--- config.mk ---
export PLATFORM = sky130hd
export DESIGN_NAME = pfa_ffz
export DESIGN_NICKNAME = d
export VERILOG_FILES = /design/src/pfa_pkg.sv /design/src/pfa_ffz.sv
export SDC_FILE = /design/constraint.sdc
export NUM_CORES = 1
export LEC_CHECK = 0
export BUFFER_PORTS_ARGS = -buffer_cell sky130_fd_sc_hd__buf_4
export CORE_MARGIN = 3
export CORE_UTILIZATION = 43
export DETAILED_ROUTE_END_ITERATION = 6
export PLACE_DENSITY_LB_ADDON = 0.15
export SLEW_MARGIN = 30
export SYNTH_ARGS = -nofsm -noshare
export SYNTH_HDL_FRONTEND = slang
export SYNTH_SLANG_ARGS = --single-unit
--- constraint.sdc ---
create_clock -name vclk -period 2.8
set_clock_uncertainty 0.15 [all_clocks]
set_input_delay 0.42 -clock vclk [all_inputs]
set_output_delay 0.42 -clock vclk [all_outputs]
set_load 0.01 [all_outputs]
--- src/pfa_pkg.sv ---
// Shared types and constants for the physical page frame allocator.
// No dependencies; imported by every module of the block.
`timescale 1ns / 1ps

package pfa_pkg;

    // Used-map word geometry: 64 page flags per memory word
    localparam int WORD_BITS  = 64;
    localparam int BIT_IDX_W  = 6;

    // Request kinds
    localparam logic [1:0] KIND_ALLOC = 2'd0;
    localparam logic [1:0] KIND_FREE  = 2'd1;
    localparam logic [1:0] KIND_CLEAR = 2'd2;

    // Result status codes
    localparam logic [2:0] ST_OK           = 3'd0;
    localparam logic [2:0] ST_NO_FREE      = 3'd1;
    localparam logic [2:0] ST_BELOW_BASE   = 3'd2;
    localparam logic [2:0] ST_BEYOND_END   = 3'd3;
    localparam logic [2:0] ST_ALREADY_FREE = 3'd4;

    // Sequencer states, one-hot
    typedef enum logic [4:0] {
        S_CLEAR    = 5'b00001,
        S_IDLE     = 5'b00010,
        S_ALLOC    = 5'b00100,
        S_ALLOC_WR = 5'b01000,
        S_FREE     = 5'b10000
    } state_t;

    // Find-first-zero result
    typedef struct packed {
        logic                 found;
        logic [BIT_IDX_W-1:0] idx;
    } ffz_res_t;

endpackage

--- src/pfa_ffz.sv ---
// Find-first-zero over one 64-bit map word, two-level byte search.
// Depends on pfa_pkg for the word geometry and result struct.
`timescale 1ns / 1ps

module pfa_ffz
    import pfa_pkg::*;
(
    input  logic [WORD_BITS-1:0] word,
    output ffz_res_t             res
);

    localparam int NBYTES = WORD_BITS / 8;

    logic [NBYTES-1:0] byte_zero;
    logic [2:0]        byte_idx [NBYTES];

    // Locate the lowest clear bit inside each byte
    always_comb
    begin
        for (int j = 0; j < NBYTES; j++)
        begin
            byte_zero[j] = ~&word[j*8 +: 8];
            byte_idx[j]  = 3'd0;
            for (int k = 7; k >= 0; k--)
            begin
                if (!word[j*8 + k])
                begin
                    byte_idx[j] = 3'(k);
                end
            end
        end
    end

    // Pick the lowest byte that holds a clear bit
    always_comb
    begin
        res.found = |byte_zero;
        res.idx   = '0;
        for (int j = NBYTES - 1; j >= 0; j--)
        begin
            if (byte_zero[j])
            begin
                res.idx = {3'(j), byte_idx[j]};
            end
        end
    end

endmodule

==> impl_metrics.tcl <==
set metrics [dict create \
    outcome "finished, final reports clean" \
    maxCapViolCount 0 \
    p_switching_uw 66.5 \
    grt_max_degree 6 \
    drv_slew 0 \
    design_area_sq_mm 0.00135 \
    startpoint_type "input pin" \
    setup_ws_ns 0.450 \
    fillers 114 \
    pwr-share-comb 1.000 \
    cts_resized 0 \
    dp_slack_ns 0.457 \
    seq_cell_count 0 \
    power.density_mw_per_mm2 110 \
    wire_per_inst_microns 12.4 \
    setup_tns_ns 0 \
    nClkBuffers 0 \
    pwr-share-clk 0 \
    hold_path_class "input pin to output pin" \
    io_buffers 71 \
    worstPathRequired_ns 2.23 \
    synth_top_family_by_area "simple AND/OR/NAND/NOR gates" \
    path_cells "buf_4, nand4_1, nor2_1, nand3b_1, o211ai_1, a21oi_1, o311ai_1, buf_4" \
    p_sw_frac 0.446 \
    synthMuxAreaShare 0 \
    setup_viol 0 \
    synth-simple-area-share 0.509 \
    post-route-util 0.838 \
    ys_seq_area_frac 0 \
    ys_warn_count 0 \
    startpoint "word[38]" \
    seq_area_sq_um 0 \
    whs_path_depth 4 \
    setup.worst_path.end_class "output pin" \
    syn_nets 205 \
    wirelength_microns 2940 \
    crit_arrival_ns 1.78 \
    synth.avg_cell_area_sq_um 5.58 \
    crit_path_max_fanout 3 \
    dpl-instance-area_sq_mm 0.00135 \
    power_uw 149 \
    place.gp.congestion 0.851 \
    drive_gt1_frac 0.368 \
    fp.dieH_microns 48.8 \
    grt_pass1_vias 1207 \
    syn_inst 141 \
    synth_compound_area_frac 0.415 \
    synth_xor_area_frac 0 \
    diodes 0 \
    syn-cell-area_sq_um 787 \
    peakVddDrop_mv 0.0902 \
    grt.total_usage 0.231 \
    die_w_microns 48.8 \
    worstSetupEndpoint "res[0]" \
    rows 14 \
    cts-hold-fix-buffers 0 \
    io_pins 71 \
    via_count 1337 \
    worst_pin_slew_ns 0.357 \
    cts_setup_buffers 0 \
    path_class "input pin to output pin" \
    hpwlAfterDp_microns 2650 \
    antenna_found_initial 0 \
    fin_nets 278 \
    postRouteAntennaNets 0 \
    syn2layout_area_growth_pct 71.5 \
    finalHoldViolCount 0 \
    grt_remaining_overflow 0 \
    fin_crit_ns 2.35 \
    final_cell_mix "buf_4, nand2_1, inv_1, o21ai_0, nand4_1" \
    grt_pass1_wl_microns 4790 \
    core-area_sq_mm 0.00161 \
    final_common_cell "buf_4" \
    initial_core_util 0.488 \
    viasPerCell 5.67 \
    ys_types 28 \
    grt_setup_unrepaired "false" \
    drtIter0Drc 37 \
    pwr-share-seq 0 \
    drcViolationCount 0 \
    crit_top_cell "buf_4" \
    crit_slowest_cell "o311ai_1" \
    first_pass_iters 4 \
    slew_headroom 0.760 \
    die_area_sq_mm 0.00238 \
    fmax_ghz 0.426 \
    fin_crit_sh 0.839 \
    slowest_delay_ns 0.30 \
    synthAdderAreaFrac 0 \
    p_int_uw 82.5 \
    p_leak_nw 0.648 \
]
-- layout make-up --
class	instances	area (sq um)	area share
multi-input combinational	125	727	0.538
tap	24	30.0	0.0222
inverter	16	60.1	0.0445
timing repair buffer	71	533	0.395
-- worst max-delay path, delay by kind of cell --
family                 cells  cell delay, ns
AO/OA/AOI/OAI              3            0.55
AND/OR/NAND/NOR            3            0.55
buffers and inverters      2            0.26
-- layer usage --
metal  track usage  part of all wire  vias up
met5             0                 0        -
met4       0.00948            0.0055        0
met3        0.0336             0.088        5
met2         0.455              0.51       79
met1         0.271              0.39      578
li1              -                 -      675
-- per-stage QoR --
step | std cells | hold WS (ns)
global route | 236 | 1.06
floorplan | 141 | 0.826
finish | 236 | 1.03
detailed placement | 236 | 1.02
global placement | 236 | 1.03
CTS | 236 | 1.03
-- cells by family (layout without fill, tap and decap cells) --
logic type	after synthesis	in the layout
AOI/OAI and AO/OA	53	53
and+or+nand+nor	72	72
buffers and inverters	16	87
-- power by group through the flow --
| stage | sequential (mW) | combinational [mW] | clock, mW |
|---|---|---|---|
| floorplan | 0 | 0.0430 | 0 |
| global placement | 0 | 0.140 | 0 |
| detailed placement | 0 | 0.148 | 0 |
| CTS | 0 | 0.148 | 0 |
| global route | 0 | 0.163 | 0 |
| finish | 0 | 0.149 | 0 |
-- synthesized netlist by cell type, types with 2 or more instances --
library cell | count | area (sq um)
nand3_1 | 7 | 35.0
a21boi_0 | 4 | 30.0
nand4_2 | 3 | 37.5
o211ai_1 | 2 | 15.0
o21bai_1 | 2 | 15.0
o21ai_0 | 16 | 80.1
nand2b_1 | 5 | 31.3
nor2_1 | 10 | 37.5
o31ai_1 | 3 | 22.5
nand2_1 | 28 | 105
a21oi_1 | 10 | 50.1
a31oi_1 | 9 | 56.3
o22ai_1 | 2 | 12.5
inv_1 | 16 | 60.1
nand4_1 | 11 | 68.8
-- how the worst min path moves through the flow --
| stage | start | endpoint | slack, ns |
|---|---|---|---|
| after global placement | word[0] | res[0] | 1.03 |
| after floorplan | word[0] | res[0] | 0.83 |
| after CTS | word[0] | res[0] | 1.03 |
| after detailed placement | word[0] | res[0] | 1.02 |
| final | word[0] | res[0] | 1.03 |
| after global routing | word[0] | res[0] | 1.06 |
(Power assumes the default switching activity.)
